==> config.mk <==
export PLATFORM = sky130hd
export DESIGN_NAME = hsv_to_rgb_converter
export DESIGN_NICKNAME = d
export VERILOG_FILES = /design/src/hw/rtl/hsvrgb_pkg.sv /design/src/hw/rtl/hsvrgb_prep.sv /design/src/hw/rtl/hsvrgb_prod.sv /design/src/hw/rtl/hsvrgb_out.sv /design/src/hw/rtl/hsv_to_rgb_converter.sv
export VERILOG_INCLUDE_DIRS = /design/src /design/src/hw/rtl
export SDC_FILE = /design/constraint.sdc
export NUM_CORES = 2
export LEC_CHECK = 0
export ABC_AREA = 0
export BUFFER_PORTS_ARGS = -buffer_cell sky130_fd_sc_hd__buf_2
export CAP_MARGIN = 20
export CORE_MARGIN = 3
export CORE_UTILIZATION = 60
export CTS_BUF_LIST = sky130_fd_sc_hd__clkbuf_8 sky130_fd_sc_hd__clkbuf_16
export DETAILED_ROUTE_END_ITERATION = 16
export PLACE_DENSITY = 0.89
export SETUP_SLACK_MARGIN = 0.2
export SYNTH_ARGS = -nofsm -noshare
export SYNTH_HDL_FRONTEND = slang
export SYNTH_SLANG_ARGS = --single-unit
==> constraint.sdc <==
create_clock -name clock -period 7.4 [get_ports clock]
set_clock_uncertainty 0.2 [all_clocks]
set_input_delay 0.74 -clock clock [delete_from_list [all_inputs] [get_ports clock]]
set_output_delay 0.74 -clock clock [all_outputs]
set_load 0.01 [all_outputs]
==> src/hw/rtl/hsv_to_rgb_converter_macros.svh <==
// Assertion macros for the HSV to RGB converter RTL, included by the top level.
`ifndef HSV_TO_RGB_CONVERTER_MACROS_SVH
`define HSV_TO_RGB_CONVERTER_MACROS_SVH
`ifndef ASSERT_OFF
`define ASSERT_ALWAYS(lbl, clk, rst, prop) \
   lbl: assert property (@(posedge clk) disable iff (rst) (prop)) \
      else $error("assertion failed");
`define ASSERT_IMPLIES(lbl, clk, rst, ante, cons) \
   lbl: assert property (@(posedge clk) disable iff (rst) (ante) |-> (cons)) \
      else $error("assertion failed");
`define ASSERT_NEXT(lbl, clk, rst, ante, cons) \
   lbl: assert property (@(posedge clk) disable iff (rst) (ante) |=> (cons)) \
      else $error("assertion failed");
`else
`define ASSERT_ALWAYS(lbl, clk, rst, prop)
`define ASSERT_IMPLIES(lbl, clk, rst, ante, cons)
`define ASSERT_NEXT(lbl, clk, rst, ante, cons)
`endif
`endif

==> src/hw/rtl/hsvrgb_pkg.sv <==
// Types, constants and helpers of the HSV to RGB converter.
package hsvrgb_pkg;

   localparam int FRAC_BITS = 16;
   localparam int IN_FRAC   = 16;
   localparam int SHL       = (FRAC_BITS >= IN_FRAC) ? FRAC_BITS - IN_FRAC : 0;
   localparam int SHR       = (FRAC_BITS >= IN_FRAC) ? 0 : IN_FRAC - FRAC_BITS;
   localparam int CH_BITS   = 8;

   localparam logic [IN_FRAC:0]   ONE_IN = (IN_FRAC + 1)'(1) << IN_FRAC;
   localparam logic [FRAC_BITS:0] ONE_F  = (FRAC_BITS + 1)'(1) << FRAC_BITS;
   localparam logic [CH_BITS-1:0] CH_MAX = '1;

   typedef enum logic [2:0] {
      SEC_RED_YELLOW   = 3'd0,
      SEC_YELLOW_GREEN = 3'd1,
      SEC_GREEN_CYAN   = 3'd2,
      SEC_CYAN_BLUE    = 3'd3,
      SEC_BLUE_MAGENTA = 3'd4,
      SEC_MAGENTA_RED  = 3'd5
   } sector_type;

   typedef struct packed {
      sector_type             sector;
      logic [FRAC_BITS-1:0]   f;
      logic [FRAC_BITS:0]     s;
      logic [FRAC_BITS:0]     v;
   } s1_type;

   typedef struct packed {
      sector_type             sector;
      logic [FRAC_BITS:0]     v;
      logic [FRAC_BITS:0]     p;
      logic [FRAC_BITS:0]     fs;
      logic [FRAC_BITS:0]     gs;
   } s2_type;

   typedef struct packed {
      sector_type             sector;
      logic [FRAC_BITS:0]     v;
      logic [FRAC_BITS:0]     p;
      logic [FRAC_BITS:0]     q;
      logic [FRAC_BITS:0]     t;
   } s3_type;

   // rescale a Q.16 input (at most one) to FRAC_BITS fraction bits
   function automatic logic [FRAC_BITS:0] to_frac(input logic [IN_FRAC:0] x);
      logic [IN_FRAC+FRAC_BITS:0] w;
      w = (IN_FRAC + FRAC_BITS + 1)'(x) << SHL;
      w = w >> SHR;
      return w[FRAC_BITS:0];
   endfunction

   // (a * b) >> FRAC_BITS for operands of at most one
   function automatic logic [FRAC_BITS:0] fx_mul(input logic [FRAC_BITS:0] a,
                                                 input logic [FRAC_BITS:0] b);
      logic [2*FRAC_BITS+1:0] prod;
      prod = a * b;
      return prod[2*FRAC_BITS:FRAC_BITS];
   endfunction

endpackage

==> src/hw/rtl/hsvrgb_prep.sv <==
// First stage: clamp inputs, split scaled hue into sector and fraction.
module hsvrgb_prep (
   input  logic                   clock,
   input  logic                   reset,
   input  logic                   in_valid,
   output logic                   in_ready,
   input  logic [15:0]            hue,
   input  logic [16:0]            sat,
   input  logic [16:0]            bri,
   output logic                   out_valid,
   input  logic                   out_ready,
   output hsvrgb_pkg::s1_type     out_data
);
   import hsvrgb_pkg::*;

   logic                    valid_ff, valid_in;
   s1_type                  data_ff, data_in;
   logic [IN_FRAC:0]        sat_c, bri_c;
   logic [FRAC_BITS:0]      h_full;
   logic [FRAC_BITS-1:0]    h;
   logic [FRAC_BITS+2:0]    hf;

   assign in_ready  = !valid_ff || out_ready;
   assign out_valid = valid_ff;
   assign out_data  = data_ff;

   always_comb begin
      sat_c  = (sat > ONE_IN) ? ONE_IN : sat;
      bri_c  = (bri > ONE_IN) ? ONE_IN : bri;
      h_full = to_frac({1'b0, hue});
      h      = h_full[FRAC_BITS-1:0];
      // times six as four plus two
      hf     = ((FRAC_BITS + 3)'(h) << 2) + ((FRAC_BITS + 3)'(h) << 1);
      data_in.sector = sector_type'(hf[FRAC_BITS+2:FRAC_BITS]);
      data_in.f      = hf[FRAC_BITS-1:0];
      data_in.s      = to_frac(sat_c);
      data_in.v      = to_frac(bri_c);
      valid_in       = in_ready ? in_valid : valid_ff;
   end

   always_ff @(posedge clock) begin
      if (reset) begin
         valid_ff <= 1'b0;
      end else begin
         valid_ff <= valid_in;
      end
   end

   always_ff @(posedge clock) begin
      if (in_ready && in_valid) begin
         data_ff <= data_in;
      end
   end

endmodule

==> src/hw/rtl/hsvrgb_prod.sv <==
// Second and third stages: the fixed-point products for p, q and t.
module hsvrgb_prod (
   input  logic                   clock,
   input  logic                   reset,
   input  logic                   in_valid,
   output logic                   in_ready,
   input  hsvrgb_pkg::s1_type     in_data,
   output logic                   out_valid,
   input  logic                   out_ready,
   output hsvrgb_pkg::s3_type     out_data
);
   import hsvrgb_pkg::*;

   logic    s2_valid_ff, s2_valid_in, s2_ready;
   s2_type  s2_ff, s2_in;
   logic    s3_valid_ff, s3_valid_in, s3_ready;
   s3_type  s3_ff, s3_in;

   assign s3_ready  = !s3_valid_ff || out_ready;
   assign s2_ready  = !s2_valid_ff || s3_ready;
   assign in_ready  = s2_ready;
   assign out_valid = s3_valid_ff;
   assign out_data  = s3_ff;

   always_comb begin
      s2_in.sector = in_data.sector;
      s2_in.v      = in_data.v;
      s2_in.p      = fx_mul(in_data.v, ONE_F - in_data.s);
      s2_in.fs     = fx_mul({1'b0, in_data.f}, in_data.s);
      s2_in.gs     = fx_mul(ONE_F - {1'b0, in_data.f}, in_data.s);
      s2_valid_in  = s2_ready ? in_valid : s2_valid_ff;
   end

   always_comb begin
      s3_in.sector = s2_ff.sector;
      s3_in.v      = s2_ff.v;
      s3_in.p      = s2_ff.p;
      s3_in.q      = fx_mul(s2_ff.v, ONE_F - s2_ff.fs);
      s3_in.t      = fx_mul(s2_ff.v, ONE_F - s2_ff.gs);
      s3_valid_in  = s3_ready ? s2_valid_ff : s3_valid_ff;
   end

   always_ff @(posedge clock) begin
      if (reset) begin
         s2_valid_ff <= 1'b0;
         s3_valid_ff <= 1'b0;
      end else begin
         s2_valid_ff <= s2_valid_in;
         s3_valid_ff <= s3_valid_in;
      end
   end

   always_ff @(posedge clock) begin
      if (s2_ready && in_valid) begin
         s2_ff <= s2_in;
      end
      if (s3_ready && s2_valid_ff) begin
         s3_ff <= s3_in;
      end
   end

endmodule

==> src/hw/rtl/hsvrgb_out.sv <==
// Last stage: route by sector, scale to eight-bit channels, hold the result.
module hsvrgb_out (
   input  logic                   clock,
   input  logic                   reset,
   input  logic                   in_valid,
   output logic                   in_ready,
   input  hsvrgb_pkg::s3_type     in_data,
   output logic                   out_valid,
   input  logic                   out_ready,
   output logic [3*hsvrgb_pkg::CH_BITS-1:0] out_rgb
);
   import hsvrgb_pkg::*;

   logic                       valid_ff, valid_in;
   logic [3*CH_BITS-1:0]       rgb_ff, rgb_in;
   logic [FRAC_BITS:0]         r, g, b;

   function automatic logic [CH_BITS-1:0] to_channel(input logic [FRAC_BITS:0] x);
      logic [FRAC_BITS+CH_BITS:0] scaled;
      logic [FRAC_BITS+CH_BITS:0] c;
      scaled = ((FRAC_BITS + CH_BITS + 1)'(x) << CH_BITS) - (FRAC_BITS + CH_BITS + 1)'(x);
      c      = scaled >> FRAC_BITS;
      return (c > (FRAC_BITS + CH_BITS + 1)'(CH_MAX)) ? CH_MAX : c[CH_BITS-1:0];
   endfunction

   assign in_ready  = !valid_ff || out_ready;
   assign out_valid = valid_ff;
   assign out_rgb   = rgb_ff;

   always_comb begin
      case (in_data.sector)
         SEC_RED_YELLOW: begin
            r = in_data.v; g = in_data.t; b = in_data.p;
         end
         SEC_YELLOW_GREEN: begin
            r = in_data.q; g = in_data.v; b = in_data.p;
         end
         SEC_GREEN_CYAN: begin
            r = in_data.p; g = in_data.v; b = in_data.t;
         end
         SEC_CYAN_BLUE: begin
            r = in_data.p; g = in_data.q; b = in_data.v;
         end
         SEC_BLUE_MAGENTA: begin
            r = in_data.t; g = in_data.p; b = in_data.v;
         end
         default: begin
            r = in_data.v; g = in_data.p; b = in_data.q;
         end
      endcase
      rgb_in   = {to_channel(b), to_channel(g), to_channel(r)};
      valid_in = in_ready ? in_valid : valid_ff;
   end

   always_ff @(posedge clock) begin
      if (reset) begin
         valid_ff <= 1'b0;
      end else begin
         valid_ff <= valid_in;
      end
   end

   always_ff @(posedge clock) begin
      if (in_ready && in_valid) begin
         rgb_ff <= rgb_in;
      end
   end

endmodule

==> src/hw/rtl/hsv_to_rgb_converter.sv <==
// HSV to RGB converter: four register stages, one request per cycle unless the output stalls.
// The two product levels sit in stages two and three.
// A stall holds every full stage whose successor cannot take its data; bubbles close up.
// Reset (synchronous) empties the pipeline; no other state is kept.
`include "hsv_to_rgb_converter_macros.svh"
module hsv_to_rgb_converter (
   input  logic        clock,
   input  logic        reset,
   input  logic        req_tvalid,
   output logic        req_tready,
   // hue_fraction [15:0], saturation [32:16], brightness [49:33], zero [55:50]
   input  logic [55:0] req_tdata,
   output logic        rsp_tvalid,
   input  logic        rsp_tready,
   // red [7:0], green [15:8], blue [23:16]
   output logic [23:0] rsp_tdata
);
   import hsvrgb_pkg::*;

   logic    s1_valid, s1_ready;
   s1_type  s1_data;
   logic    s3_valid, s3_ready;
   s3_type  s3_data;

   hsvrgb_prep u_prep (
      .clock     (clock),
      .reset     (reset),
      .in_valid  (req_tvalid),
      .in_ready  (req_tready),
      .hue       (req_tdata[15:0]),
      .sat       (req_tdata[32:16]),
      .bri       (req_tdata[49:33]),
      .out_valid (s1_valid),
      .out_ready (s1_ready),
      .out_data  (s1_data)
   );

   hsvrgb_prod u_prod (
      .clock     (clock),
      .reset     (reset),
      .in_valid  (s1_valid),
      .in_ready  (s1_ready),
      .in_data   (s1_data),
      .out_valid (s3_valid),
      .out_ready (s3_ready),
      .out_data  (s3_data)
   );

   hsvrgb_out u_out (
      .clock     (clock),
      .reset     (reset),
      .in_valid  (s3_valid),
      .in_ready  (s3_ready),
      .in_data   (s3_data),
      .out_valid (rsp_tvalid),
      .out_ready (rsp_tready),
      .out_rgb   (rsp_tdata)
   );

   // a full pipeline is the only reason to refuse a request
   `ASSERT_IMPLIES(a_backpressure_only_when_full, clock, reset, !req_tready,
      rsp_tvalid && !rsp_tready && s3_valid && s1_valid)
   // every channel source is bounded by the value
   `ASSERT_IMPLIES(a_products_below_value, clock, reset, s3_valid,
      s3_data.p <= s3_data.v && s3_data.q <= s3_data.v && s3_data.t <= s3_data.v)
   // a stalled product stage keeps its contents
   `ASSERT_NEXT(a_stage3_holds, clock, reset, s3_valid && !s3_ready,
      s3_valid && $stable(s3_data))

endmodule

==> summary.txt <==
OUTCOME
----------------------------------------------------------------------------------
Outcome                                                               complete, but fails checks
Violations in the final reports                                       setup timing

DRT
----------------------------------------------------------------------------------
Detailed-route via count                                                     46403
Length of the first detailed-routing pass in iterations                         10
Via-per-instance ratio                                                        6.24
Routed len/inst                                                            22.8 um
Total Wirelength                                                            170 mm
1st-iter DRT viols                                                            5821
DRC Markers                                                                      0
Number of nets with antenna violations after detailed routing                    0

FLOORPLAN
----------------------------------------------------------------------------------
Core box area                                                           90700 um^2
Ports placed on the boundary                                                    86
Cell Rows                                                                      110
Height of the chip                                                          309 um
Die Outline Area                                                        95700 um^2
Horizontal extent of the die                                                309 um
Starting density of the core                                                 60.9%

FINISH
----------------------------------------------------------------------------------
Share of final-layout standard cells stronger than drive strength 1          13.6%
Growth of design area from synthesis to finish                               12.2%
Multi-input gate area in the final layout                               44100 um^2
Area of all sequential standard cells                                    6630 um^2
Number of filler cells placed in the layout                                   5674
Fin util                                                                     68.3%
Number of nets at the end of the flow                                         7914

GLOBAL ROUTING
----------------------------------------------------------------------------------
Maximum number of pins on one net before global-route repair                    72
Number of global-route vias before repair                                    49287
Global router's overall resource usage                                       33.1%
Antenna violations before repair                                                 5
Global-route congestion overflow total                                           0
Global-route wire length before repair                                      251 mm

TIMING
----------------------------------------------------------------------------------
Worst slew margin relative to its limit                                      8.76%
Unrepaired setup endpoints after global routing                               true
Total setup violations reported at the end of the flow                          30
Min Tclk post-route                                                        7.91 ns
Worst path setup slack after routing                                     -0.510 ns
Final number of max-transition violations                                        0
Slew of the pin with the lowest slew margin                                1.37 ns
Aggregate negative setup slack                                            -6.92 ns
Share of the clock period used by the worst path                              107%
Fmax                                                                       126 MHz
Final hold violation count                                                       0

PLACED DESIGN
----------------------------------------------------------------------------------
Port Buf Inserts                                                                79
Final GP Congestion                                                          0.965
Half-perimeter wire length after placement                                  116 mm

SETUP PATH
----------------------------------------------------------------------------------
Maximum cell stage delay along the critical path                           0.59 ns
Type of element launching the critical path                                   flop
Sort of element at the end of the critical path                               flop
Highest-delay cell along the critical path                                 xnor2_1
Setup Crit Path Kind                                                    reg -> reg
Series of cell instances along the critical path                      buf_4, and2_1, fa_1, fa_1, inv_1, fa_1, inv_1, fa_1, inv_1, fa_1, inv_1, fa_1, ha_1, o211ai_1, a21boi_0, nand4b_1, a21bo_2, a211oi_2, nor2_1, o21ai_0, a21oi_1, xnor2_1
Crit path top cell by count                                                   fa_1
Required time at the endpoint of the critical path                         7.58 ns
Worst endpoint data arrival time                                           8.09 ns
Length in cells of the worst reg-to-reg path                                    22
Max Fanout on Critical Path                                                     18

YOSYS
----------------------------------------------------------------------------------
Largest cells by area after synthesis                                 fa_1 (39%), ha_1 (13%), edfxtp_1 (12%), inv_1 (9.1%), nand2_1 (6.5%)
Cell variety after synth                                                        93
Post-synthesis cell type with the largest combined area                       fa_1
Syn Nets                                                                      7678
Commonest register cell after synthesis                                   edfxtp_1
Synthesized area divided by synthesized cell count                       9.21 um^2
Flip-flop and latch count after synthesis                                      222
Total of warnings raised by yosys                                                0
Share of async-settable or async-resettable flops after synthesis               0%
Share of Yosys cell area claimed by the top area cell type                   38.5%
Number of enable flip-flop cells after synthesis                               218
Register area share after synthesis                                          12.0%
Mapped cell area                                                        55200 um^2
Cells after synthesis                                                         5994

CLOCKING
----------------------------------------------------------------------------------
Register clock-pin slew on the reported worst setup and hold paths         0.08 ns
TritonCTS clock tree                                                           yes
Number of buffers added by the clock tree synthesis step                        27
Number of sinks handled by clock tree synthesis                                222
CTS hold repair buffers                                                          0
CTS HTree Levels                                                                 1
Clock tree root buffer cell                                              clkbuf_16
Clock latency at the later pin of the worst-skew pair                      0.64 ns
Max clock buf depth                                                              3

WORST HOLD PATH
----------------------------------------------------------------------------------
Worst hold-check path type                                               in -> reg
Cells on Worst Hold Path                                                         2

RUN
----------------------------------------------------------------------------------
Max Cap Viol                                                                     0

==> worst max-delay path: cells and delay by family, from the launching register on <==
kind                     cells  cell delay [ns]
adder cells (fa/ha/maj)      7             3.36
AO/OA/AOI/OAI                6             1.85
AND/OR/NAND/NOR              3             0.77
XOR/XNOR                     1             0.59
buffers and inverters        5             0.49
flip-flops                   1             0.38
==> path summary, 6_finish.rpt <==
kind	startpoint	to	slack [ns]
max	u_prep.out_data[30]	u_prod.s2_ff[30]	-0.51
min	reset	u_out.out_valid	0.10
max reg2reg	u_prep.out_data[30]	u_prod.s2_ff[30]	-0.51
min reg2reg	u_prod.s2_ff[41]	u_prod.out_data[41]	0.22
==> Yosys cell counts (18+ instances only) <==
master	number
inv_1	1337
fa_1	1063
nand2_1	962
ha_1	561
and2_1	519
clkbuf_1	228
edfxtp_1	218
xnor2_1	123
nor2_1	100
a21oi_1	98
o21ai_0	62
xor2_1	58
nor2b_1	56
nor3_1	51
a21o_1	48
o21a_1	34
nand3_1	29
mux2i_1	27
nand2b_1	26
a211oi_1	25
nor4_1	22
o22ai_1	19
o221ai_1	18
or3_1	18
==> repair_timing <==
action	4_1_cts	5_1_grt
cloned	0	1
pin swaps	90	117
buffers inserted	42	54
endpoints found under the setup margin	55	76
resized for setup	163	191
hold endpoints to repair	0	0
==> kinds of logic (layout without fill, tap and decap cells) <==
family                     count (synthesis)  after routing  synth area share, %
AOI/OAI and AO/OA                        435            435                 5.34
xor gates and xnor gates                 183            183                 2.93
adders and majority gates               1624           1624                 51.2
buffers and inverters                   1616           1873                 11.2
DFF                                      222            222                 12.0
muxes                                     44             44                0.836
other                                      0              6                    0
and+or+nand+nor                         1870           1870                 16.5
==> state kept, by name, summed over array words and instances, names as in the netlist <==
signal and count:
u_out.out_rgb 24, u_prod.out_data 71, u_prep.out_data 52, u_out.out_valid 1
u_prod.s2_ff 71, u_prod.out_valid 1, u_prod.s2_valid_ff 1, u_prep.out_valid 1
==> through the flow <==
step / hold WS, ns / cells / setup WS [ns] / cell area (um^2)
after floorplan: 0.200 / 5994 / 0.0633 / 55600
after global placement: 0.201 / 7277 / -0.169 / 58600
after detailed placement: 0.206 / 7278 / -0.416 / 58600
after CTS: 0.111 / 7370 / -0.101 / 60700
after global routing: 0.115 / 7428 / -0.610 / 62000
final: 0.105 / 7433 / -0.510 / 62000
==> final cells by class <==
type	instances	area share (%)
antenna	6	0.0242
clock buffer	27	1.09
clock inverter	23	0.392
inverter	1340	8.12
multi-input combinational	4156	71.2
sequential	222	10.7
tap	1176	2.37
timing repair buffer	483	6.09
==> per-layer routing <==
layer	vias to the layer above	part of all wire, %	global-route usage (%)	routed length, um
met5	-	0.017	0	29
met4	2	9.0	20.1	15200
met3	1448	13	8.36	22600
met2	4007	46	54.7	77300
met1	22289	32	39.2	54500
li1	18657	-	-	-
==> placed cells by master, fill, tap and decap left out, drive strengths merged, types with 17 or more instances in the layout <==
cell type	Yosys	routed
inv	1340	1350
fa	1063	1063
nand2	962	962
ha	561	561
and2	519	519
buf	48	482
edfxtp	218	218
xnor2	123	123
a21oi	106	106
nor2	101	101
o21ai	76	76
xor2	60	60
nor2b	56	56
nor3	52	52
a21o	48	48
o21a	34	34
nand3	29	29
clkbuf	228	28
mux2i	27	27
nand2b	26	26
a211oi	26	26
nor4	25	25
o22ai	20	20
o221ai	19	19
or3	19	19
o211ai	18	18
mux2	17	17
Power is left out: the tool's default activity adds up to more than one toggle a clock period on the data nets, which glitch-free logic cannot reach.
